## config.mk

```make
export PLATFORM = sky130hd
export DESIGN_NAME = http_response_header_scanner_unit
export DESIGN_NICKNAME = d
export VERILOG_FILES = /design/src/sv/hrhs_pkg.sv /design/src/sv/hrhs_scan_core.sv /design/src/sv/http_response_header_scanner_unit.sv
export SDC_FILE = /design/constraint.sdc
export NUM_CORES = 1
export LEC_CHECK = 0
export BUFFER_PORTS_ARGS = -buffer_cell sky130_fd_sc_hd__buf_2
export CORE_UTILIZATION = 24
export DETAILED_ROUTE_END_ITERATION = 7
export PLACE_DENSITY = 0.34
export SYNTH_ARGS = -nofsm -noshare
export SYNTH_HDL_FRONTEND = slang
export SYNTH_HIERARCHICAL = 1
export SYNTH_SLANG_ARGS = --single-unit
```

## constraint.sdc

```tcl
create_clock -name clk_i -period 6.5 [get_ports clk_i]
set_input_delay 0.325 -clock clk_i [delete_from_list [all_inputs] [get_ports clk_i]]
set_output_delay 0.325 -clock clk_i [all_outputs]
set_load 0.02 [all_outputs]
```

## src/sv/hrhs_pkg.sv

```systemverilog
// Shared constants, types and helper functions for the HTTP response header scanner.
package hrhs_pkg;

  localparam logic [7:0] ChCr    = 8'h0d;
  localparam logic [7:0] ChLf    = 8'h0a;
  localparam logic [7:0] ChBlank = 8'h20;
  localparam logic [7:0] ChZero  = 8'h30;
  localparam logic [7:0] ChNine  = 8'h39;
  localparam logic [7:0] ChTwo   = 8'h32;
  localparam logic [7:0] ChUpA   = 8'h41;
  localparam logic [7:0] ChUpZ   = 8'h5a;
  localparam logic [7:0] CaseGap = 8'h20;

  localparam int unsigned LenW     = 32;
  localparam int unsigned PosW     = 4;
  localparam logic [PosW-1:0] TitleLen = 4'd15;
  localparam logic [LenW-1:0] LenAllOnes = 32'hffff_ffff;

  typedef struct packed {
    logic            header_complete;
    logic            in_body;
    logic            response_ok;
    logic [LenW-1:0] body_length;
  } hrhs_result_t;

  // Characters of the lower-case "content-length:" title, by position.
  function automatic logic [7:0] title_char(input logic [PosW-1:0] pos);
    logic [7:0] c;
    case (pos)
      4'd0:    c = 8'h63; // c
      4'd1:    c = 8'h6f; // o
      4'd2:    c = 8'h6e; // n
      4'd3:    c = 8'h74; // t
      4'd4:    c = 8'h65; // e
      4'd5:    c = 8'h6e; // n
      4'd6:    c = 8'h74; // t
      4'd7:    c = 8'h2d; // -
      4'd8:    c = 8'h6c; // l
      4'd9:    c = 8'h65; // e
      4'd10:   c = 8'h6e; // n
      4'd11:   c = 8'h67; // g
      4'd12:   c = 8'h74; // t
      4'd13:   c = 8'h68; // h
      4'd14:   c = 8'h3a; // :
      default: c = 8'h00;
    endcase
    return c;
  endfunction

  function automatic logic [7:0] to_lower(input logic [7:0] c);
    logic [7:0] r;
    r = c;
    if (c >= ChUpA && c <= ChUpZ) begin
      r = c + CaseGap;
    end
    return r;
  endfunction

endpackage

```

## src/sv/hrhs_scan_core.sv

```systemverilog
// Scanner state registers and the per-byte next-state and result logic.
module hrhs_scan_core
  import hrhs_pkg::*;
(
  input  logic         clk_i,
  input  logic         rst_ni,
  input  logic         fire_i,
  input  logic [7:0]   data_byte_i,
  input  logic         new_response_i,
  output hrhs_result_t result_o
);

  logic [7:0]      rb0_q, rb1_q, rb2_q, rb0_d, rb1_d, rb2_d;
  logic            begun_q, begun_d;
  logic            finished_q, finished_d;
  logic            ok_q, ok_d;
  logic [PosW-1:0] pos_q, pos_d;
  logic            lsd_q, lsd_d;
  logic [LenW-1:0] len_q, len_d;

  logic [LenW+3:0] len_mul;
  logic            is_digit;

  always_comb begin
    logic [7:0]      c0, c1, c2;
    logic            cbegun, cfin, cok, clsd;
    logic [PosW-1:0] cpos;
    logic [LenW-1:0] clen;
    logic            done, body;

    // clear first on a new response, then scan the byte
    c0     = new_response_i ? 8'h00 : rb0_q;
    c1     = new_response_i ? 8'h00 : rb1_q;
    c2     = new_response_i ? 8'h00 : rb2_q;
    cbegun = new_response_i ? 1'b0 : begun_q;
    cfin   = new_response_i ? 1'b0 : finished_q;
    cok    = new_response_i ? 1'b0 : ok_q;
    cpos   = new_response_i ? '0 : pos_q;
    clsd   = new_response_i ? 1'b0 : lsd_q;
    clen   = new_response_i ? LenAllOnes : len_q;

    rb0_d      = c0;
    rb1_d      = c1;
    rb2_d      = c2;
    begun_d    = cbegun;
    finished_d = cfin;
    ok_d       = cok;
    pos_d      = cpos;
    lsd_d      = clsd;
    len_d      = clen;
    done       = 1'b0;
    body       = 1'b0;

    is_digit = (data_byte_i >= ChZero) && (data_byte_i <= ChNine);
    len_mul  = {4'b0, clen} * 36'd10 + {28'b0, data_byte_i - ChZero};

    if (cfin) begin
      body = 1'b1;
    end else begin
      if (data_byte_i != ChBlank && data_byte_i != ChCr && data_byte_i != ChLf) begin
        begun_d = 1'b1;
      end
      if (c2 == ChCr && c1 == ChLf && c0 == ChCr && data_byte_i == ChLf && begun_d) begin
        finished_d = 1'b1;
        done       = 1'b1;
      end else begin
        if (c2 == ChBlank && c1 == ChTwo && c0 == ChZero && data_byte_i == ChZero) begin
          ok_d = 1'b1;
        end
        if (!clsd) begin
          if (cpos == TitleLen) begin
            if (data_byte_i != ChBlank) begin
              if (!is_digit) begin
                lsd_d = 1'b1;
              end else if (len_mul[LenW+3:LenW] != '0) begin
                len_d = LenAllOnes;
              end else begin
                len_d = len_mul[LenW-1:0];
              end
            end
          end else if (to_lower(data_byte_i) == title_char(cpos)) begin
            pos_d = cpos + 1'b1;
            if (pos_d == TitleLen) begin
              len_d = '0;
            end
          end else begin
            pos_d = '0;
          end
        end
        rb2_d = c1;
        rb1_d = c0;
        rb0_d = data_byte_i;
      end
    end

    result_o.header_complete = done;
    result_o.in_body         = body;
    result_o.response_ok     = ok_d;
    result_o.body_length     = len_d;
  end

  always_ff @(posedge clk_i or negedge rst_ni) begin
    if (!rst_ni) begin
      rb0_q      <= '0;
      rb1_q      <= '0;
      rb2_q      <= '0;
      begun_q    <= 1'b0;
      finished_q <= 1'b0;
      ok_q       <= 1'b0;
      pos_q      <= '0;
      lsd_q      <= 1'b0;
      len_q      <= LenAllOnes;
    end else if (fire_i) begin
      rb0_q      <= rb0_d;
      rb1_q      <= rb1_d;
      rb2_q      <= rb2_d;
      begun_q    <= begun_d;
      finished_q <= finished_d;
      ok_q       <= ok_d;
      pos_q      <= pos_d;
      lsd_q      <= lsd_d;
      len_q      <= len_d;
    end
  end

`ifndef SYNTHESIS
  a_fin_needs_begun: assert property (@(posedge clk_i) disable iff (!rst_ni)
    finished_q |-> begun_q)
    else $error("header finished without header start");
  a_lsd_needs_title: assert property (@(posedge clk_i) disable iff (!rst_ni)
    lsd_q |-> (pos_q == TitleLen))
    else $error("length scan ended before title match");
  a_pos_needs_begun: assert property (@(posedge clk_i) disable iff (!rst_ni)
    (pos_q != '0) |-> begun_q)
    else $error("title progress without header start");
`endif

endmodule

```

## src/sv/http_response_header_scanner_unit.sv

```systemverilog
// Top level: input register, scan core and result register of the header scanner.
//
// Scans an HTTP response one byte per item and returns one result per byte:
// header end flag, body flag, 200-OK flag and parsed length value (all ones
// when not given). A byte is taken into an input register, scanned against the
// held state once the result register is free or being emptied, and written to
// a result register; while the output does not stall, one byte per cycle is
// sustained. The rate is set by the state update loop in the scan core, whose
// next state is formed combinationally from the held state and the byte. While a
// result waits to be taken, one more byte is held in the input register and the
// input then stalls; set new_response_i on the first byte of each response.
module http_response_header_scanner_unit
  import hrhs_pkg::*;
(
  input  logic            clk_i,
  input  logic            rst_ni,
  input  logic            in_valid_i,
  output logic            in_stall_o,
  input  logic [7:0]      data_byte_i,
  input  logic            new_response_i,
  output logic            out_valid_o,
  input  logic            out_stall_i,
  output logic            header_complete_o,
  output logic            in_body_o,
  output logic            response_ok_o,
  output logic [LenW-1:0] body_length_o
);

  logic         in_valid_q, in_valid_d;
  logic [7:0]   data_q;
  logic         new_q;
  logic         out_valid_q, out_valid_d;
  hrhs_result_t res_q;
  hrhs_result_t core_res;
  logic         fire;
  logic         accept;

  // scan the held item when the result register is free or being emptied
  assign fire       = in_valid_q && (!out_valid_q || !out_stall_i);
  assign in_stall_o = in_valid_q && !fire;
  assign accept     = in_valid_i && !in_stall_o;

  assign in_valid_d  = accept | (in_valid_q & ~fire);
  assign out_valid_d = fire | (out_valid_q & out_stall_i);

  hrhs_scan_core u_core (
    .clk_i          (clk_i),
    .rst_ni         (rst_ni),
    .fire_i         (fire),
    .data_byte_i    (data_q),
    .new_response_i (new_q),
    .result_o       (core_res)
  );

  always_ff @(posedge clk_i or negedge rst_ni) begin
    if (!rst_ni) begin
      in_valid_q  <= 1'b0;
      out_valid_q <= 1'b0;
    end else begin
      in_valid_q  <= in_valid_d;
      out_valid_q <= out_valid_d;
    end
  end

  always_ff @(posedge clk_i) begin
    if (accept) begin
      data_q <= data_byte_i;
      new_q  <= new_response_i;
    end
    if (fire) begin
      res_q <= core_res;
    end
  end

  assign out_valid_o       = out_valid_q;
  assign header_complete_o = res_q.header_complete;
  assign in_body_o         = res_q.in_body;
  assign response_ok_o     = res_q.response_ok;
  assign body_length_o     = res_q.body_length;

`ifndef SYNTHESIS
  a_fire_fills_out: assert property (@(posedge clk_i) disable iff (!rst_ni)
    fire |=> out_valid_q)
    else $error("scanned item lost before result register");
  a_held_item_stays: assert property (@(posedge clk_i) disable iff (!rst_ni)
    (in_valid_q && !fire) |=> (in_valid_q && $stable(data_q)))
    else $error("held input item dropped or changed");
  a_flags_exclusive: assert property (@(posedge clk_i) disable iff (!rst_ni)
    out_valid_q |-> !(res_q.header_complete && res_q.in_body))
    else $error("header end and body flagged on the same item");
`endif

endmodule
```

# == Yosys cells after proc, flatten, opt, wreduce, memory -nomap -nowiden ==
# Memories as Yosys holds them, arrays and structs flattened.
# Cells that the tools add are included.
# op_classes
n_eq_ne,14
n_lt_le_gt_ge,4
bitwise,5
n_mux,53
reduce_logical,20
add_sub_neg,4
multipliers,1
# ops
operator,n
two-way mux 32 bit,10
two-way mux 8 bit,18
adder 36 x 8 -> 36 bit,1
multiplier 32 x 3 -> 35 bit (second input constant),1
equality test 8 x 4 -> 1 bit (second input constant),4
equality test 8 x 6 -> 1 bit (second input constant),4
two-way mux 4 bit,6
two-way mux 1 bit,19
!= test 8 x 4 -> 1 bit (second input constant),2
logical AND 1 bit,14
adder 8 x 6 -> 8 bit (second input constant),1
equality test 4 bit (second input constant),2
equality test 8 bit,1
>= comparator 8 x 6 -> 1 bit (second input constant),1
>= comparator 8 x 7 -> 1 bit (second input constant),1
<= comparator 8 x 6 -> 1 bit (second input constant),1
<= comparator 8 x 7 -> 1 bit (second input constant),1
!= test 8 x 6 -> 1 bit (second input constant),1
subtractor 8 x 6 -> 8 bit (second input constant),1
adder 4 x 1 -> 4 bit (second input constant),1
logical NOT 1 bit,4
nonzero test 4 bit,1
AND 1 bit,2
bitwise OR 1 bit,2
other kinds (2),2
# totals
out_inout_bits,37
wordCells,119
mem_count,1
ff_bits,110
input_bits,13
mem_bits_ro,112
# mem_list
memory,depth,word_bits,read_ports,rd_ports_with_merged_regs,write_ports,line_no,source
(no name shown),16,7,1,0,0,hrhs_pkg.sv:29,case (pos)

# == Longest topological paths before layout ==
# depth
ltp_word,14
ltp_mapped,26
ltp_nobuf,19

# == By module ==
# The synthesis kept the hierarchy.
# by_module_without_submodules
module,area_per_inst_um2,n_inst,cells_per_inst,seq_area_each_um2
hrhs_scan_core,8099.0,1,1055,1641.6
http_response_header_scanner_unit,1413.9,1,52,1371.3

# == Least setup slack after synthesis ==
# No wires, ideal clock.
# synth_path
kind,register to register
from,register new_q
to,"register res_q, in the netlist body_length_o[12] (data pin)"
path_stages_with_launch,27
period_less_slack_ps,5568
n_path_buf,7
required_ps,6351
setup_slack_ps,932
arrival_ps,5420
setup_time_ps,149
path_cell_list,edfxtp_1 > clkbuf_1 > clkbuf_1 > clkbuf_1 > clkbuf_1 > clkbuf_1 > nor2_1 > inv_1 > ha_1 > ha_1 > a21o_1 > a21oi_1 > xnor2_1 > ha_1 > a21o_1 > o21bai_1 > o41ai_1 > and3b_1 > nand3_1 > nor3b_1 > nand3_2 > o41ai_4 > a21oi_2 > buf_6 > buf_6 > a211oi_1 > a2bb2oi_1
# synth_rtl
element,line_no,source
start: declaration,http_response_header_scanner_unit.sv:31,logic new_q;
start signal: assignment,http_response_header_scanner_unit.sv:68,new_q <= new_response_i;
end signal: assignment,http_response_header_scanner_unit.sv:71,res_q <= core_res;
end: declaration,http_response_header_scanner_unit.sv:33,hrhs_result_t res_q;

==> flow_summary.ini <==
[status]
outcome = complete, no violations

[worst_setup_path]
arrival_ps = 6070
worstPathMaxFanout = 68
startpoint_type = flop
crit_buf_inv = 3
worstSetupEndpointType = flop
cpLargestDelayFamily = compound AO/OA/AOI/OAI gates
highest_cell_delay_on_the_worst_timing_path_ps = 770
cp_cell_sequence = buf_12 > nor2_1 > inv_1 > ha_1 > ha_1 > inv_1 > fa_1 > nand2b_1 > a211oi_2 > o21a_1 > a21o_1 > nor2_1 > a311oi_1 > and4_1 > nand4_1 > a21o_1 > o41ai_2 > o21ai_1
slowest_cell_on_crit_path = a311oi_1
crit_required_ps = 6630
crit_type = reg2reg

[place]
dp.final_hpwl_um = 25850
dpl-instance-area_um2 = 10310
port-buffer-count = 49
place_worst_setup_slack_ps = 627.9
final_weighted_congestion_in_routability_driven_placement = 0.8466

[sta]
fmax_ghz = 0.1683
timing.final.hold_violations = 0
period_minus_slack_ps = 5943
totalNegativeSetupSlack_ps = 0
hold_worst_slack_ps = 88.10
grt_setup_unrepaired = no
fin_worst_skew_ps = 18.40
slew_viol_final = 0
final_critical_path_setup_slack_ps = 557.0
setup-violations-final = 0
worst-slew-pin-transition_ps = 1026
slew-limit-headroom_pct = 31.12
final_min_period_over_clock_period_pct = 91.43

[layout]
final_util_pct = 27.33
post-route-cell-area_um2 = 10610
antenna_cells_inserted = 0
n_fill_cell = 4206
design.final.nets = 1198
area_growth_pct = 11.56
most-common-layout-cells = nor2_1, nand2_1, o21ai_0, a21oi_1, ha_1
multiInputGateArea_um2 = 6107
layout-drive-gt1-share_pct = 13.97
most_common_cell_after_layout_fill_and_taps_aside = nor2_1
area.sequential_um2 = 3013

[logic_synthesis]
yosysUniqueCellTypes = 86
avg_synthesized_cell_area_um2 = 8.593
fraction_of_the_yosys_area_taken_by_sequential_cells_pct = 31.67
netlist_instances = 1107
synth_enable_flop_cells = 44
synth_top_flop_cell = edfxtp_1
synth-async-reset-ratio_pct = 60.00
ys.warnings.count = 6
postSynthNetCount = 1186
synth_seq_cells = 110
syn_area_um2 = 9513

[detailed_routing]
routedWlPerCell_um = 21.11
vias = 8635
vias_per_cell = 5.259
finalWirelength_um = 34660
detail_route.iter0.violations = 651
final_antenna_net_count = 0
firstDrtPassIters = 6
drc_errors = 0

[clocking]
clk_path_buf_depth = 2
clock_latency_ps = 390
clk_root_buffer_cell = clkbuf_16
post_cts_resize_count = 0
cts_tree = done
clk_transition_reported_paths_ps = 90
ctsHtreeMaxLevel = 3
cts.hold.buffers_added = 0
cts-buffers-inserted = 9
clock-sinks = 110
cts_setup_buffers = 0

[floorplan]
die_area_um2 = 40440
placeableCoreArea_um2 = 38830
std_cell_rows = 72
dieWidth_um = 201.1
ios = 50
die_height_um = 201.1
initial_core_util_pct = 24.50

[pwr]
internal-power_mw = 1.580
static-leakage-power_nw = 3.973
seq_power_share_pct = 32.2
p_clk_share_pct = 22.2
combinational_group_share_of_total_power_pct = 45.6
power.density_nw_per_um2 = 262.5
proportion_of_total_power_due_to_net_switching_pct = 43.29
irDropWorstVdd_v = 0.0001513
power.switching_mw = 1.206

[global_route]
via_count_of_the_first_global_routing_pass = 8365
grt_pass1_wl_um = 53150
grt-ovfl-total = 0
antenna_found_initial = 0
grt.total_usage_pct = 17.23
maximum_number_of_pins_on_one_net_before_global_route_repair = 69

[worst_hold_path]
holdCritPathClass = in2async

[flow_run]
max_cap_viols = 0
-- worst paths after layout --
kind / startpoint / cells past startpoint / slack [ps] / to
max in group asynchronous: rst_ni / 1 / 5780 / u_core/pos_q[3]
max reg2reg: new_q / 18 / 560 / body_length_o[25]
min in group clk_i: data_byte_i[1] / 1 / 110 / data_q[1]
min reg2reg: u_core/len_q[22] / 2 / 500 / u_core/len_q[22]
max: new_q / 18 / 560 / body_length_o[25]
min: rst_ni / 1 / 90 / u_core/rb2_q[1]
-- cell type report --
cell class	count	area share (%)
multi-input cells	895	57.55
clock inverters	6	0.7192
inverters	37	1.309
flip-flops and latches	110	28.39
clock buffers	10	2.158
repair buffers	66	3.773
well taps	518	6.107
-- power groups by stage --
stage               clock (mW)  combinational (mW)  sequential [mW]
floorplan                    0               0.911            0.885
global placement             0                1.29            0.914
detailed placement           0                1.27            0.911
CTS                      0.646                1.28            0.898
global route             0.662                1.40            0.911
finish                   0.620                1.27            0.896
-- cells by family after synthesis --
family	Yosys count	share of synthesized area, %
AOI/OAI and AO/OA	389	28.25
xor gates and xnor gates	76	7.076
adders and majority gates	66	8.839
buffers and inverters	102	4.367
DFF	110	31.67
muxes	13	1.473
and+or+nand+nor	351	18.32
-- registers in the layout, indices dropped and copies added (netlist names) --
name               cells
u_core/lsd_q           1
u_core/pos_q           4
u_core/len_q          32
u_core/ok_q            1
u_core/rb0_q           8
u_core/rb1_q           8
u_core/begun_q         1
u_core/finished_q      1
u_core/rb2_q           8
in_valid_q             1
header_complete_o      1
in_body_o              1
new_q                  1
body_length_o         32
data_q                 8
response_ok_o          1
out_valid_o            1
-- through the flow --
step	power, mW	cells
2_1_floorplan	1.795	1107
3_3_place_gp	2.200	1626
3_5_place_dp	2.180	1626
4_1_cts	2.820	1642
5_1_grt	2.978	1642
6_report	2.786	1642
-- cells in the mapped netlist, types with 28 or more instances --
library cell | instances | area, um^2
a21oi_1 | 68 | 340.3
a211oi_1 | 31 | 232.7
edfxtp_1 | 44 | 1321
dfstp_2 | 32 | 840.8
a21o_1 | 30 | 225.2
xnor2_1 | 47 | 411.6
xor2_1 | 28 | 245.2
nor2_1 | 115 | 431.7
nand2_1 | 84 | 315.3
dfrtp_1 | 34 | 850.8
ha_1 | 64 | 800.8
inv_1 | 36 | 135.1
o21ai_0 | 81 | 405.4
clkbuf_1 | 44 | 165.2
-- metal layers --
| metal | track usage (%) | share of wire [%] | routed length (um) | vias up |
|---|---|---|---|---|
| met1 | 25.21 | 51 | 17520 | 4274 |
| met5 | 0 | 0 | 0 | - |
| met4 | 3.272 | 0.82 | 283 | 0 |
| met2 | 27.25 | 45 | 15720 | 198 |
| met3 | 1.879 | 3.3 | 1145 | 15 |
| li1 | - | - | - | 4148 |
No activity file was read; power rests on OpenSTA's default activity.
